**src/rtl/core/assert_macros.svh**
```systemverilog
// Assertion macros shared by the encoder RTL.
`ifndef ASSERT_MACROS_SVH
`define ASSERT_MACROS_SVH

// Implication or plain property, checked on every rising clock edge outside reset.
`define B64SE_ASSERT(label, clk, rst_n, prop, msg) \
  label: assert property (@(posedge clk) disable iff (!rst_n) (prop)) else $error(msg);

// Condition that must never be true outside reset.
`define B64SE_ASSERT_NEVER(label, clk, rst_n, cond, msg) \
  label: assert property (@(posedge clk) disable iff (!rst_n) !(cond)) else $error(msg);

`endif

```
**src/rtl/core/b64se_pkg.sv**
```systemverilog
// Types, constants and the alphabet lookup for the base64 stream encoder.
`timescale 1ns / 1ps
package b64se_pkg;

  // Input word: one message byte plus its end-of-message flag.
  typedef struct packed {
    logic [7:0] data_byte;
    logic       last_byte;
  } in_word_t;

  // Output word: one ASCII character plus its end-of-message flag.
  typedef struct packed {
    logic [6:0] out_char;
    logic       out_last;
  } out_word_t;

  localparam int unsigned JobChars = 4;
  localparam int unsigned JobIdxW  = $clog2(JobChars);

  // One classified byte: up to four ready characters for the back end.
  typedef struct packed {
    logic [JobChars-1:0][6:0] chars;
    logic [JobIdxW-1:0]       last_idx;
    logic                     fin;
  } job_t;

  // Depth of the queue between front and back end.
  localparam int unsigned JobQDepth = 2;
  localparam int unsigned JobQPtrW  = (JobQDepth > 1) ? $clog2(JobQDepth) : 1;
  localparam int unsigned JobQCntW  = $clog2(JobQDepth + 1);

  // Position of the next byte within its group of three.
  typedef enum logic [1:0] {
    PhaseFirst  = 2'd0,
    PhaseSecond = 2'd1,
    PhaseThird  = 2'd2
  } phase_e;

  localparam logic [6:0] CharPad   = 7'h3D;  // '='
  localparam logic [6:0] CharPlus  = 7'h2B;  // '+'
  localparam logic [6:0] CharSlash = 7'h2F;  // '/'
  localparam logic [6:0] CharUpA   = 7'h41;  // 'A'
  localparam logic [6:0] CharLowA  = 7'h61;  // 'a'
  localparam logic [6:0] CharZero  = 7'h30;  // '0'

  // Maps a 6-bit group to its character in the standard alphabet.
  function automatic logic [6:0] sextet_char(logic [5:0] v);
    logic [6:0] ext;
    logic [6:0] res;
    ext = {1'b0, v};
    if (v < 6'd26) begin
      res = CharUpA + ext;
    end else if (v < 6'd52) begin
      res = CharLowA + ext - 7'd26;
    end else if (v < 6'd62) begin
      res = CharZero + ext - 7'd52;
    end else if (v == 6'd62) begin
      res = CharPlus;
    end else begin
      res = CharSlash;
    end
    return res;
  endfunction

endpackage

```
**src/rtl/core/base64_stream_encoder.sv**
```systemverilog
// Top level of the base64 stream encoder.
`timescale 1ns / 1ps
// Base64 stream encoder with the standard alphabet and '=' padding.
//
// Input channel: a queue-style port. A word (one message byte plus a flag
// marking the final byte of the message) is taken at a rising edge where
// push_i is high and full_o is low. Output channel: the oldest character is
// on out_o while empty_o is low, and it is taken at an edge where pop_i is high.
// The final character of each message carries out_last.
//
// Each accepted byte is turned at once into a job of one to four characters
// and placed in a two-entry job queue. The back end reads one character per
// cycle, while out_o is free or being taken, from the head job into an output
// register, so each byte reaches out_o through the job queue and that register.
// The output side emits one character per cycle while the receiver takes
// them; three bytes give four characters and a final byte that leaves a group
// short adds padding, so the back end, not the input, bounds a steady stream.
// The input takes a new byte every cycle while the job queue has room.
//
// Reset clears the group position, the held bits, the job queue and the
// output valid flag. When the receiver stalls, the output word holds, the job
// queue fills, and full_o rises until characters are taken again.
module base64_stream_encoder
  import b64se_pkg::*;
(
  input  logic      clk_i,
  input  logic      rst_ni,
  input  in_word_t  in_i,
  input  logic      push_i,
  output logic      full_o,
  output out_word_t out_o,
  output logic      empty_o,
  input  logic      pop_i
);

  job_t job_wdata, job_rdata;
  logic job_push, job_full, job_pop, job_empty;

  // Front end: classify each byte by its place in the group.
  b64se_front u_front (
    .clk_i      (clk_i),
    .rst_ni     (rst_ni),
    .in_i       (in_i),
    .push_i     (push_i),
    .full_o     (full_o),
    .job_o      (job_wdata),
    .job_push_o (job_push),
    .job_full_i (job_full)
  );

  // Decouples byte acceptance from character output.
  b64se_fifo u_fifo (
    .clk_i   (clk_i),
    .rst_ni  (rst_ni),
    .push_i  (job_push),
    .wdata_i (job_wdata),
    .full_o  (job_full),
    .pop_i   (job_pop),
    .rdata_o (job_rdata),
    .empty_o (job_empty)
  );

  // Back end: serialize characters into the output register.
  b64se_back u_back (
    .clk_i       (clk_i),
    .rst_ni      (rst_ni),
    .job_i       (job_rdata),
    .job_empty_i (job_empty),
    .job_pop_o   (job_pop),
    .out_o       (out_o),
    .empty_o     (empty_o),
    .pop_i       (pop_i)
  );

endmodule

```
**src/rtl/core/b64se_front.sv**
```systemverilog
// Front end: accepts bytes, tracks group position and builds character jobs.
`timescale 1ns / 1ps
`include "assert_macros.svh"
module b64se_front
  import b64se_pkg::*;
(
  input  logic     clk_i,
  input  logic     rst_ni,
  input  in_word_t in_i,
  input  logic     push_i,
  output logic     full_o,
  output job_t     job_o,
  output logic     job_push_o,
  input  logic     job_full_i
);

  phase_e     phase_q, phase_d;
  logic [3:0] leftover_q, leftover_d;
  logic       accept;

  assign full_o     = job_full_i;
  assign accept     = push_i && !job_full_i;
  assign job_push_o = accept;

  always_comb begin
    logic [7:0] b;
    logic       fin;
    b          = in_i.data_byte;
    fin        = in_i.last_byte;
    job_o      = '0;
    job_o.fin  = fin;
    phase_d    = PhaseFirst;
    leftover_d = 4'd0;
    unique case (phase_q)
      PhaseSecond: begin
        job_o.chars[0] = sextet_char({leftover_q[1:0], b[7:4]});
        if (fin) begin
          job_o.chars[1] = sextet_char({b[3:0], 2'b00});
          job_o.chars[2] = CharPad;
          job_o.last_idx = JobIdxW'(2);
        end else begin
          job_o.last_idx = '0;
          leftover_d     = b[3:0];
          phase_d        = PhaseThird;
        end
      end
      PhaseThird: begin
        job_o.chars[0] = sextet_char({leftover_q, b[7:6]});
        job_o.chars[1] = sextet_char(b[5:0]);
        job_o.last_idx = JobIdxW'(1);
      end
      default: begin
        job_o.chars[0] = sextet_char(b[7:2]);
        if (fin) begin
          job_o.chars[1] = sextet_char({b[1:0], 4'b0000});
          job_o.chars[2] = CharPad;
          job_o.chars[3] = CharPad;
          job_o.last_idx = JobIdxW'(3);
        end else begin
          job_o.last_idx = '0;
          leftover_d     = {2'b00, b[1:0]};
          phase_d        = PhaseSecond;
        end
      end
    endcase
  end

  always_ff @(posedge clk_i or negedge rst_ni) begin
    if (!rst_ni) begin
      phase_q    <= PhaseFirst;
      leftover_q <= 4'd0;
    end else if (accept) begin
      phase_q    <= phase_d;
      leftover_q <= leftover_d;
    end
  end

  `B64SE_ASSERT(a_final_restarts, clk_i, rst_ni,
                (accept && in_i.last_byte) |=> (phase_q == PhaseFirst),
                "final byte did not return the encoder to the start of a group")
  `B64SE_ASSERT(a_first_keeps_two, clk_i, rst_ni,
                (accept && !in_i.last_byte && phase_q == PhaseFirst) |=> (leftover_q[3:2] == 2'b00),
                "first byte of a group left more than two bits behind")

endmodule

```
**src/rtl/core/b64se_fifo.sv**
```systemverilog
// Short job queue between the front end and the back end.
`timescale 1ns / 1ps
`include "assert_macros.svh"
module b64se_fifo
  import b64se_pkg::*;
(
  input  logic clk_i,
  input  logic rst_ni,
  input  logic push_i,
  input  job_t wdata_i,
  output logic full_o,
  input  logic pop_i,
  output job_t rdata_o,
  output logic empty_o
);

  job_t                entries_q [JobQDepth];
  logic [JobQPtrW-1:0] wr_ptr_q, rd_ptr_q;
  logic [JobQCntW-1:0] cnt_q;
  logic                do_push, do_pop;

  assign full_o  = (cnt_q == JobQCntW'(JobQDepth));
  assign empty_o = (cnt_q == '0);
  assign do_push = push_i && !full_o;
  assign do_pop  = pop_i && !empty_o;
  assign rdata_o = entries_q[rd_ptr_q];

  function automatic logic [JobQPtrW-1:0] ptr_inc(logic [JobQPtrW-1:0] p);
    return (p == JobQPtrW'(JobQDepth - 1)) ? '0 : p + 1'b1;
  endfunction

  always_ff @(posedge clk_i) begin
    if (do_push) begin
      entries_q[wr_ptr_q] <= wdata_i;
    end
  end

  always_ff @(posedge clk_i or negedge rst_ni) begin
    if (!rst_ni) begin
      wr_ptr_q <= '0;
      rd_ptr_q <= '0;
      cnt_q    <= '0;
    end else begin
      if (do_push) begin
        wr_ptr_q <= ptr_inc(wr_ptr_q);
      end
      if (do_pop) begin
        rd_ptr_q <= ptr_inc(rd_ptr_q);
      end
      if (do_push && !do_pop) begin
        cnt_q <= cnt_q + 1'b1;
      end else if (do_pop && !do_push) begin
        cnt_q <= cnt_q - 1'b1;
      end
    end
  end

  `B64SE_ASSERT_NEVER(a_cnt_bound, clk_i, rst_ni, cnt_q > JobQCntW'(JobQDepth),
                      "job queue count exceeds its depth")

endmodule

```
**src/rtl/core/b64se_back.sv**
```systemverilog
// Back end: walks each job one character per cycle, while out_o is free or taken, into the output register.
`timescale 1ns / 1ps
`include "assert_macros.svh"
module b64se_back
  import b64se_pkg::*;
(
  input  logic      clk_i,
  input  logic      rst_ni,
  input  job_t      job_i,
  input  logic      job_empty_i,
  output logic      job_pop_o,
  output out_word_t out_o,
  output logic      empty_o,
  input  logic      pop_i
);

  logic [JobIdxW-1:0] idx_q, idx_d;
  logic               valid_q, valid_d;
  out_word_t          word_q, word_d;
  logic               load, at_end;

  assign at_end    = (idx_q == job_i.last_idx);
  assign load      = !job_empty_i && (!valid_q || pop_i);
  assign job_pop_o = load && at_end;

  always_comb begin
    word_d.out_char = job_i.chars[idx_q];
    word_d.out_last = job_i.fin && at_end;
    idx_d           = idx_q;
    valid_d         = valid_q;
    if (load) begin
      valid_d = 1'b1;
      idx_d   = at_end ? '0 : idx_q + 1'b1;
    end else if (pop_i) begin
      valid_d = 1'b0;
    end
  end

  always_ff @(posedge clk_i or negedge rst_ni) begin
    if (!rst_ni) begin
      idx_q   <= '0;
      valid_q <= 1'b0;
    end else begin
      idx_q   <= idx_d;
      valid_q <= valid_d;
    end
  end

  always_ff @(posedge clk_i) begin
    if (load) begin
      word_q <= word_d;
    end
  end

  assign out_o   = word_q;
  assign empty_o = !valid_q;

  `B64SE_ASSERT(a_idx_in_job, clk_i, rst_ni,
                !job_empty_i |-> (idx_q <= job_i.last_idx),
                "character index ran past the end of the current job")

endmodule

```
**config.mk**
```make
export PLATFORM = sky130hd
export DESIGN_NAME = base64_stream_encoder
export DESIGN_NICKNAME = d
export VERILOG_FILES = /design/src/rtl/core/b64se_pkg.sv /design/src/rtl/core/base64_stream_encoder.sv /design/src/rtl/core/b64se_front.sv /design/src/rtl/core/b64se_fifo.sv /design/src/rtl/core/b64se_back.sv
export VERILOG_INCLUDE_DIRS = /design/src /design/src/rtl/core
export SDC_FILE = /design/constraint.sdc
export NUM_CORES = 1
export LEC_CHECK = 0
export ABC_CLOCK_PERIOD_IN_PS = 3610
export BUFFER_PORTS_ARGS = -buffer_cell sky130_fd_sc_hd__clkbuf_2
export CORE_MARGIN = 5
export CORE_UTILIZATION = 40
export CTS_BUF_LIST = sky130_fd_sc_hd__clkbuf_8 sky130_fd_sc_hd__clkbuf_16
export DETAILED_ROUTE_END_ITERATION = 12
export GPL_TIMING_DRIVEN = 0
export SLEW_MARGIN = 15
export SYNTH_ARGS = -nofsm -noshare
export SYNTH_HDL_FRONTEND = slang
export SYNTH_SLANG_ARGS = --single-unit
```
**constraint.sdc**
```tcl
create_clock -name clk_i -period 3.61 [get_ports clk_i]
set_input_delay 0.722 -clock clk_i [delete_from_list [all_inputs] [get_ports clk_i]]
set_output_delay 0.722 -clock clk_i [all_outputs]
set_load 0.01 [all_outputs]
```
# Word level (Yosys, flattened, before mapping)
# Memories as Yosys holds them, arrays and structs flattened.
# Cells that the tools add are included.
# Widths: inputs -> output; s select.
# totals
ff_bits,21
ramBits,60
inputBits,13
output_inout_bits,10
wordCells,136
mem_count,1
# mem_list
name,words,width,rd,rd_clocked_by_memory_dff,wr,line,source
u_fifo.entries_q,2,30,1,0,1,b64se_fifo.sv:17,job_t entries_q [JobQDepth];
# op_classes
addsub,35
order_cmp,19
n_eq_ne,8
n_mux,46
reduce_logical,18
# ops
cell,n
$mux 7,19
$add 7x6->7 const A,12
$lt 6x6->1 const B,12
$add 6x6->7 const A,6
$sub 7x5->7 const B,6
$sub 7x6->7 const B,6
$lt 6x5->1 const B,6
$pmux 16 s2,1
$eq 6x6->1 const B,4
$mux 20,1
$bmux 7 s2,1
$mux 2,7
$pmux 7 s2,1
$mux 13,1
$mux 3,4
$logic_and 1x1->1,8
$pmux 4 s2,1
$mux 1,7
$mux 6,1
$logic_not 1->1,5
$add 2x1->2 const B,2
$eq 2x2->1 const B,2
$mux 4,1
$pmux 2 s2,1
other kinds (9),11

# Longest topological paths before layout
# Gate-level depths: netlist of the first run.
# depth
word_depth,8
mapped_depth,10
ltp_nobuf,8

# By module
# From an unflattened synthesis of the first run, not the netlist that was laid out.
# hier_totals
hier_cells,485
area_unflattened_um2,5436.5
# by_module_without_submodules
module,instances,cells_per_inst,area_each_um2,seq_area_each_um2
b64se_fifo,1,116,2587.5,1961.9
b64se_front,1,331,2247.2,150.1
b64se_back,1,38,601.8,315.3

# Worst setup path before layout of the first run
# No wires, ideal clock.
# synth_path
kind,in2reg
startpoint,input port in_i[6] in the netlist's numbering
endpoint,memory u_fifo.entries_q[0][14] in the netlist's numbering (data pin)
setup_ns,0.275
t_arrival_ns,2.320
required_time_ns,3.335
setup_slack_ns,1.015
cell_stages,10
path_buffers,3
path_cell_list,buf_2 > buf_2 > inv_1 > ha_1 > nand3_1 > and2_1 > buf_2 > o311a_1 > nor3_1 > o32ai_1
# synth_lines
item,line,source
"start, declared",base64_stream_encoder.sv:28,"input in_word_t in_i,"
"end, declared",b64se_fifo.sv:17,

==> flow_summary.json, run 1 <==
{
  "status": "finished clean",
  "rsz0062_at_grt": "false",
  "p_int_uw": 1980,
  "start_kind": "input pin",
  "cts_tree": "built",
  "netlist_area_um2": 4200,
  "postCtsSetupBuffers": 0,
  "detail-route-antenna-nets": 0,
  "crit_type": "in2reg",
  "drv_slew": 0,
  "cts_buffer_depth": 2,
  "drive_above_1_share_pct": 13.4,
  "cts_root_buf": "clkbuf_8",
  "drt_wl_total_mm": 11.3,
  "syn2layout_area_growth_pct": 12.1,
  "rows": 37,
  "worst-path-max-fanout": 10,
  "fin_skew_ps": 5.46,
  "synth_seq_cells": 57,
  "yosysSeqAreaShare_pct": 39.2,
  "switching_share_pct": 38.0,
  "vias_per_cell": 5.94,
  "dp_cells": 598,
  "gp_congestion": 0.927,
  "grt_overflow": 0,
  "synthDistinctLibCells": 64,
  "wl_per_cell_um": 18.4,
  "dp_slack_ps": 343,
  "post_cts_resized": 0,
  "cp_top_family": "buffers and inverters",
  "hold_buffers": 0,
  "clk_latency_ps": 330,
  "grt_usage_pct": 18.0,
  "max_freq_mhz": 336,
  "seq_power_share_pct": 35.8,
  "slew_headroom_pct": 33.2,
  "antenna_found_initial": 0,
  "crit_path_top_delay_cell": "or3_1",
  "via_count": 3645,
  "dieHeight_um": 112,
  "h-tree-depth": 3,
  "crit_path_cell_trace": "clkbuf_2, buf_2, buf_2, inv_1, ha_1, nand2b_1, clkbuf_1, or3_1, o2111ai_1, o21ai_0, a22oi_1",
  "ys.flop_type": "edfxtp_1",
  "antennaDiodeCount": 0,
  "power_leakage_uw": 0.00182,
  "yosys-top-cells-area": "edfxtp_1 (31%), dfrtp_1 (7.7%), ha_1 (7.4%), o21ai_0 (3.9%), mux4_2 (3.8%)",
  "clkSinkCount": 57,
  "fin_ws_ps": 635,
  "clk_pin_slew_worst_paths_ps": 60,
  "final-hold-violation-count": 0,
  "layout.cells.non_filler": 614,
  "crit_path_frequent_cell": "buf_2",
  "cpPeakStageDelay_ps": 390,
  "switchingPower_uw": 1220,
  "ir_worst_vdd_v": 0.000332,
  "die_w_um": 112,
  "p_per_area_nw_per_um2": 680,
  "grt_pass1_vias": 3557,
  "die-area_um2": 12600,
  "grt_pass1_wl_mm": 18.3,
  "synth_area_leader_cell": "edfxtp_1",
  "synth_nets": 477,
  "yosysTopAreaCellShare_pct": 31.5,
  "fin_crit_sh_pct": 82.4,
  "cp-end-kind": "flip-flop",
  "pwr-share-clk_pct": 19.4,
  "synth_edf_count": 44,
  "whs_ps": 276,
  "synth_cells": 439,
  "cp.arrival_ps": 3070,
  "maxCapViolations": 0,
  "drc": 0,
  "setup_violations": 0,
  "setup_tns_ps": 0,
  "synthArstFlopShare_pct": 22.8,
  "period_minus_slack_ps": 2980,
  "drt-pass1-iter-count": 5,
  "grt_max_degree": 19,
  "hp-class": "in2async",
  "drtIter0Drc": 318,
  "ys_warn_count": 0,
  "combPwrFrac_pct": 44.9,
  "place_hpwl_mm": 8.53,
  "worst_pin_slew_ps": 1000,
  "cp_data_required_time_ps": 3710,
  "nets": 511,
  "cp_num_buf_inv": 5,
  "ios": 23,
  "start_util_pct": 40.9,
  "io_buffers": 22,
  "cts_made_buffers": 9,
  "coreArea_um2": 10300,
  "avgSynthCellArea_um2": 9.56
}
==> cells in the mapped netlist (all sizes together), types with 3 or more instances <==
master and n:
nand3b 3, nand2b 13, nor2b 13, a21o 4, nor3 11, xor2 5
a31oi 9, o2bb2ai 3, nor2 16, dfrtp 13, inv 26, a211o 3
buf 15, or3 9, a21oi 22, clkbuf 14, o21bai 4, nor4 3
o21ai 33, o2111ai 3, a311oi 5, nand3 20, mux2i 9, edfxtp 44
nand4 8, a22o 3, a211oi 7, xnor2 11, mux4 7, nand2 36
a2bb2oi 3, ha 25, and2 3, o211ai 3
==> path summary, 6_finish.rpt <==
kind / from / end / slack, ps / cells after the start
max: in_i[6] / u_fifo.entries_q[0][5] / 630 / 11
min: rst_ni / u_front.phase_q[0] / 280 / 1
max reg2reg: u_front.leftover_q[1] / u_fifo.entries_q[0][6] / 740 / 8
min reg2reg: u_fifo.cnt_q[1] / u_fifo.cnt_q[1] / 500 / 1
max in group asynchronous: rst_ni / u_back.idx_q[1] / 3090 / 1
min in group clk_i: u_fifo.cnt_q[1] / u_fifo.cnt_q[1] / 500 / 1
==> worst register-to-register path, stage by stage (launching register included) <==
cell and delay, ps:
dfrtp_1 390, buf_2 250, clkinv_1 340, ha_1 400
a21oi_1 210, nand2_1 210, o31a_1 340, o221a_2 130
a311o_1 330
==> state kept, by name, summed over array words and instances, names as in the netlist <==
name,cells
u_back.valid_q,1
u_fifo.rd_ptr_q,1
u_fifo.wr_ptr_q,1
u_fifo.cnt_q,2
u_front.phase_q,2
u_back.idx_q,2
u_fifo.entries_q,36
u_front.leftover_q,4
u_back.out_o,8
==> layout by cell type (no fill, tap or decap), drive strengths merged, types with 16 or more instances in the layout <==
master	count
o21ai	33
ha	25
buf	16
nand3	20
nor2	16
edfxtp	44
a21oi	22
nand2	36
inv	26
clkbuf	45
==> metrics by stage <==
| step | area (um^2) | utilization (%) | power [uW] |
|---|---|---|---|
| CTS | 4710 | 45.8 | 3220 |
| floorplan | 4200 | - | 2150 |
| finish | 4710 | 45.8 | 3200 |
| global route | 4710 | 45.8 | 3420 |
| detailed placement | 4500 | 43.8 | 2590 |
| global placement | 4480 | 43.6 | 2550 |
==> per-layer routing <==
layer | vias to the layer above | share of wire [%] | GRT usage [%]
met3 | 32 | 5.1 | 1.94
li1 | 1720 | - | -
met1 | 1758 | 45 | 23.7
met2 | 135 | 48 | 30.6
met5 | - | 0 | 0
met4 | 0 | 2.3 | 6.65
==> kinds of logic (layout without fill, tap and decap cells) <==
| family | after synthesis | in the layout | share of synthesized area (%) |
|---|---|---|---|
| AO/OA/AOI/OAI | 125 | 125 | 20.2 |
| adder cells (fa/ha/maj) | 25 | 25 | 7.45 |
| AND/OR/NAND/NOR | 143 | 143 | 18.2 |
| flip-flops | 57 | 57 | 39.2 |
| multiplexers | 17 | 17 | 6.17 |
| XOR/XNOR | 16 | 16 | 3.34 |
| buffers and inverters | 56 | 95 | 5.39 |
==> final cells by class <==
type	instances	area, um^2
fillers	1020	5570
multi-input cells	326	2330
flip-flops and latches	57	1650
well taps	136	170
repair buffers	23	125
plain buffers	29	125
clock buffers	9	124
inverters	27	101
clock inverters	7	85.1
==> power groups by stage <==
stage / clock network [uW] / registers, uW / logic, uW
2_1_floorplan: 0 / 1160 / 996
3_3_place_gp: 0 / 1150 / 1400
3_5_place_dp: 0 / 1160 / 1430
4_1_cts: 640 / 1150 / 1430
5_1_grt: 665 / 1170 / 1590
6_report: 620 / 1140 / 1440
Note: power is estimated with default switching activity, not from simulation.
==> inputs of run 2 (changes only) <==
Settings changed: ABC_CLOCK_PERIOD_IN_PS 3610 to 2400.
Clock period 3.61 ns to 2.4 ns, I/O delays scaled along.
==> flow_summary.json, run 2 (synthesis results as in run 1) <==
{
  "antennaDiodeCount": 0,
  "p_per_area_nw_per_um2": 1020,
  "cp_data_required_time_ps": 2450,
  "status": "finished clean",
  "grt_pass1_wl_mm": 18.4,
  "cp-end-kind": "flip-flop",
  "fin_skew_ps": 4.76,
  "cpPeakStageDelay_ps": 480,
  "vias_per_cell": 5.96,
  "detail-route-antenna-nets": 0,
  "dieHeight_um": 112,
  "setup_violations": 0,
  "clk_pin_slew_worst_paths_ps": 60,
  "crit_path_cell_trace": "clkbuf_2, clkbuf_4, buf_4, inv_2, ha_2, nor2b_1, nand4_1, a311oi_1, a2bb2oi_1",
  "coreArea_um2": 10300,
  "dp_slack_ps": -625,
  "ios": 23,
  "rsz0062_at_grt": "false",
  "die_w_um": 112,
  "drv_slew": 0,
  "cp.arrival_ps": 2440,
  "whs_ps": 37.3,
  "via_count": 3670,
  "h-tree-depth": 3,
  "grt_util_met2_pct": 31.3,
  "crit_cells": 9,
  "grt_usage_pct": 18.0,
  "fillers": 1010,
  "reg2reg_to": "u_fifo.entries_q[0][6]",
  "grt_overflow": 0,
  "grtUsageMet3_pct": 1.94,
  "cp_num_buf_inv": 4,
  "cts_buffer_depth": 2,
  "hp-class": "in2async",
  "final-hold-violation-count": 0,
  "drt-pass1-iter-count": 5,
  "use_met1_pct": 23.2,
  "total_power_uw": 5000,
  "die-area_um2": 12600,
  "start_kind": "input pin",
  "grt_pass1_vias": 3582,
  "place_hpwl_mm": 8.53,
  "drive_above_1_share_pct": 20.8,
  "cp_top_family": "compound AO/OA/AOI/OAI gates",
  "layout_common_cells": "edfxtp_1 (44), nand2_1 (35), o21ai_0 (32)",
  "slew_headroom_pct": 45.6,
  "crit_type": "in2reg",
  "crit_path_top_delay_cell": "a311oi_1",
  "ir_worst_vdd_v": 0.000499,
  "start_util_pct": 40.9,
  "r2r_start": "u_front.leftover_q[0]",
  "syn2layout_area_growth_pct": 16.4,
  "largest_reg_flops": 36,
  "max_freq_mhz": 418,
  "hold_buffers": 0,
  "antenna_found_initial": 0,
  "layout_commonest_cell": "edfxtp_1",
  "grt_max_degree": 19,
  "busiest_layer": "met2",
  "maxCapViolations": 0,
  "cts_root_buf": "clkbuf_8",
  "cts_made_buffers": 9,
  "drc": 0,
  "drtIter0Drc": 332,
  "worstRegToRegCells": 7,
  "rows": 37,
  "cts_tree": "built",
  "clk_latency_ps": 330,
  "power_leakage_uw": 0.00186,
  "wl_per_cell_um": 18.5,
  "rrSetupSlack_ps": 120,
  "largest-register": "u_fifo.entries_q",
  "period_minus_slack_ps": 2390,
  "io_buffers": 22,
  "worst_pin_slew_ps": 816,
  "fin_ws_ps": 9.58,
  "fin_crit_sh_pct": 99.6,
  "drt_wl_total_mm": 11.4,
  "nets": 513,
  "worst-path-max-fanout": 10,
  "gp_congestion": 0.927,
  "clkSinkCount": 57
}
[run 2: worst max-delay path by stage]
| stage | from | to | slack [ps] |
|---|---|---|---|
| final | in_i[6] | u_fifo.entries_q[0][8] | 10 |
| after global routing | in_i[6] | u_fifo.entries_q[0][14] | 3 |
| after CTS | in_i[3] | u_fifo.entries_q[1][14] | 3 |
| after detailed placement | in_i[6] | u_fifo.entries_q[1][5] | -620 |
| after global placement | in_i[6] | u_fifo.entries_q[0][5] | -600 |
| after floorplan | in_i[6] | u_fifo.entries_q[0][14] | 50 |
[run 2: area by class of cell]
type | instances | area, um^2 | area share [%]
multi-input cells | 326 | 2440 | 50.0
flip-flops and latches | 57 | 1650 | 33.7
repair buffers | 29 | 170 | 3.48
well taps | 136 | 170 | 3.48
plain buffers | 25 | 135 | 2.76
clock buffers | 9 | 124 | 2.53
inverters | 27 | 110 | 2.25
clock inverters | 7 | 85.1 | 1.74
[run 2: routing by layer]
layer | wire, um | up-vias
li1 | - | 1727
met1 | 4990 | 1772
met2 | 5540 | 143
met3 | 549 | 28
met4 | 289 | 0
met5 | 0 | -
[run 2: worst reg2reg max path, cell delays in order (launching register included)]
cell,delay [ps]
dfrtp_2,420
buf_6,180
clkinvlp_4,130
ha_1,260
nand3b_1,260
a211oi_2,260
a211oi_2,90
a311o_1,410
[run 2: where the power goes]
part	internal (uW)	total (uW)	leakage, uW	switching (uW)
clock	573	934	0.000106	361
combinational	948	2330	0.00117	1380
sequential	1580	1730	0.000577	150
[run 2: repair_timing]
action,CTS,global route
gates cloned,0,0
setup buffers,1,5
resized for setup,23,23
endpoints found under the setup margin,28,29
pin swaps,1,1
[run 2: stage by stage]
stage | std cells | util, % | TNS, ps | cell area (um^2)
global placement | 597 | 43.6 | -12960 | 4480
global route | 616 | 47.6 | 0 | 4890
CTS | 613 | 46.5 | 0 | 4770
detailed placement | 598 | 43.8 | -13020 | 4500
floorplan | 439 | - | 0 | 4200
finish | 616 | 47.6 | 0 | 4890
==> inputs of run 3 (changes only) <==
Settings changed: MAX_ROUTING_LAYER set to met4.
==> flow_summary.json, run 3 (synthesis results as in run 1) <==
{
  "status": "finished clean",
  "fillers": 991,
  "detail-route-antenna-nets": 0,
  "cp-end-kind": "flip-flop",
  "die-area_um2": 12600,
  "drt_wl_total_mm": 11.3,
  "antennaDiodeCount": 0,
  "coreArea_um2": 10300,
  "pwr-share-clk_pct": 14.5,
  "cts_root_buf": "clkbuf_8",
  "grt_overflow": 0,
  "combPwrFrac_pct": 49.1,
  "dieHeight_um": 112,
  "drv_slew": 0,
  "cts_tree": "built",
  "via_count": 3638,
  "setup_tns_ps": 0,
  "io_buffers": 22,
  "critPathCapture": "u_fifo.entries_q[1][6]",
  "r2r_start": "u_front.leftover_q[0]",
  "setup_violations": 0,
  "slew_headroom_pct": 42.7,
  "ir_worst_vdd_v": 0.000508,
  "ios": 23,
  "fin_crit_sh_pct": 96.9,
  "grt_pass1_wl_mm": 18.7,
  "syn2layout_area_growth_pct": 15.8,
  "max_freq_mhz": 430,
  "place_hpwl_mm": 8.55,
  "p_int_uw": 2880,
  "h-tree-depth": 3,
  "switchingPower_uw": 1860,
  "reg2reg_to": "u_fifo.entries_q[1][3]",
  "vias_per_cell": 5.91,
  "seq_power_share_pct": 36.4,
  "total_power_uw": 4740,
  "worstRegToRegCells": 8,
  "worst-path-max-fanout": 10,
  "gp_congestion": 0.904,
  "drtIter0Drc": 251,
  "grt_usage_pct": 18.8,
  "whs_ps": 44.9,
  "crit_path_cell_trace": "clkbuf_2, buf_6, inv_1, ha_2, a21o_1, a21oi_4, a21oi_1, o221a_2, a311o_1",
  "clk_pin_slew_worst_paths_ps": 60,
  "period_minus_slack_ps": 2320,
  "drive_above_1_share_pct": 21.0,
  "multiInputGateArea_um2": 2460,
  "cts_buffer_depth": 2,
  "wl_per_cell_um": 18.3,
  "clk_latency_ps": 320,
  "maxCapViolations": 0,
  "crit_path_top_delay_cell": "a311o_1",
  "fin_skew_ps": 6.24,
  "largest_reg_flops": 36,
  "final-hold-violation-count": 0,
  "largest-register": "u_fifo.entries_q",
  "drt-pass1-iter-count": 5,
  "cp.arrival_ps": 2370,
  "hp-class": "in2async",
  "p_per_area_nw_per_um2": 975,
  "die_w_um": 112,
  "nets": 513,
  "rsz0062_at_grt": "true",
  "antenna_found_initial": 0,
  "layout_common_cells": "edfxtp_1 (44), nand2_1 (35), o21ai_0 (32)",
  "worst_pin_slew_ps": 860,
  "cp-startpoint": "in_i[7]",
  "crit_type": "in2reg",
  "start_kind": "input pin",
  "cpPeakStageDelay_ps": 390,
  "clkSinkCount": 57,
  "rrSetupSlack_ps": 120,
  "start_util_pct": 40.9,
  "grt_pass1_vias": 3655,
  "cts_made_buffers": 9,
  "layout_commonest_cell": "edfxtp_1",
  "power_leakage_uw": 0.00184,
  "switching_share_pct": 39.2,
  "rows": 37,
  "cp_data_required_time_ps": 2450,
  "grt_max_degree": 19,
  "ff_latch_area_um2": 1650,
  "drc": 0
}
run 3: cell types whose count changed in the layout (fill, tap and decap cells not counted), sizes merged:
cell / before / now
clkbuf: 42 / 45
buf: 21 / 18
inv: 25 / 28
clkinvlp: 1 / 2
clkinv: 6 / 4
bufinv: 2 / 0
run 3: per-layer routing:
| metal | wire [um] | share of wire [%] | vias to the layer above | track usage [%] |
|---|---|---|---|---|
| met5 | 0 | 0 | - | - |
| met4 | 344 | 3.1 | 0 | 8.65 |
| met1 | 5000 | 44 | 1770 | 23.5 |
| li1 | - | - | 1723 | - |
| met3 | 546 | 4.8 | 26 | 2.43 |
| met2 | 5370 | 48 | 119 | 30.4 |
run 3: how the worst min path moves through the flow:
stage | startpoint | end | cells after the start
after CTS | rst_ni | u_front.leftover_q[3] | 1
after floorplan | rst_ni | u_back.idx_q[0] | 0
after global placement | rst_ni | u_back.valid_q | 1
after detailed placement | rst_ni | u_fifo.cnt_q[0] | 1
final | rst_ni | u_front.phase_q[1] | 1
after global routing | rst_ni | u_front.phase_q[1] | 1
run 3: layout make-up:
class	instances	area share, %
clock inverters	7	0.644
repair buffers	29	3.42
clock buffers	9	2.55
well taps	136	3.50
flip-flops and latches	57	33.9
plain buffers	25	3.01
inverters	27	2.27
multi-input cells	326	50.7
run 3: power by group through the flow:
stage                     registers [uW]  logic, uW  clock network [uW]
after floorplan                     1740       1500                   0
after global placement              1730       2110                   0
after detailed placement            1740       2150                   0
after CTS                           1720       2240                 712
after global routing                1770       2560                 766
final                               1720       2330                 689
run 3: stage by stage:
stage | utilization, % | cells | area (um^2) | setup slack (ps)
floorplan | - | 439 | 4200 | 47.3
global placement | 43.6 | 597 | 4480 | -625
detailed placement | 43.7 | 598 | 4490 | -613
CTS | 46.0 | 616 | 4730 | 3.45
global route | 47.3 | 616 | 4860 | -2.06
finish | 47.3 | 616 | 4860 | 75.5
run 3: critical path, delay by kind of cell:
family	cells	cell delay (ps)
adder cells (fa/ha/maj)	1	240
AO/OA/AOI/OAI	5	1220
buffers and inverters	3	440
run 3: timing repair:
item	in CTS	in global routing
pin swaps	1	4
gates cloned	0	0
setup endpoints to repair	28	29
hold buffers	0	0
buffers inserted	4	2
gates resized for setup	20	35
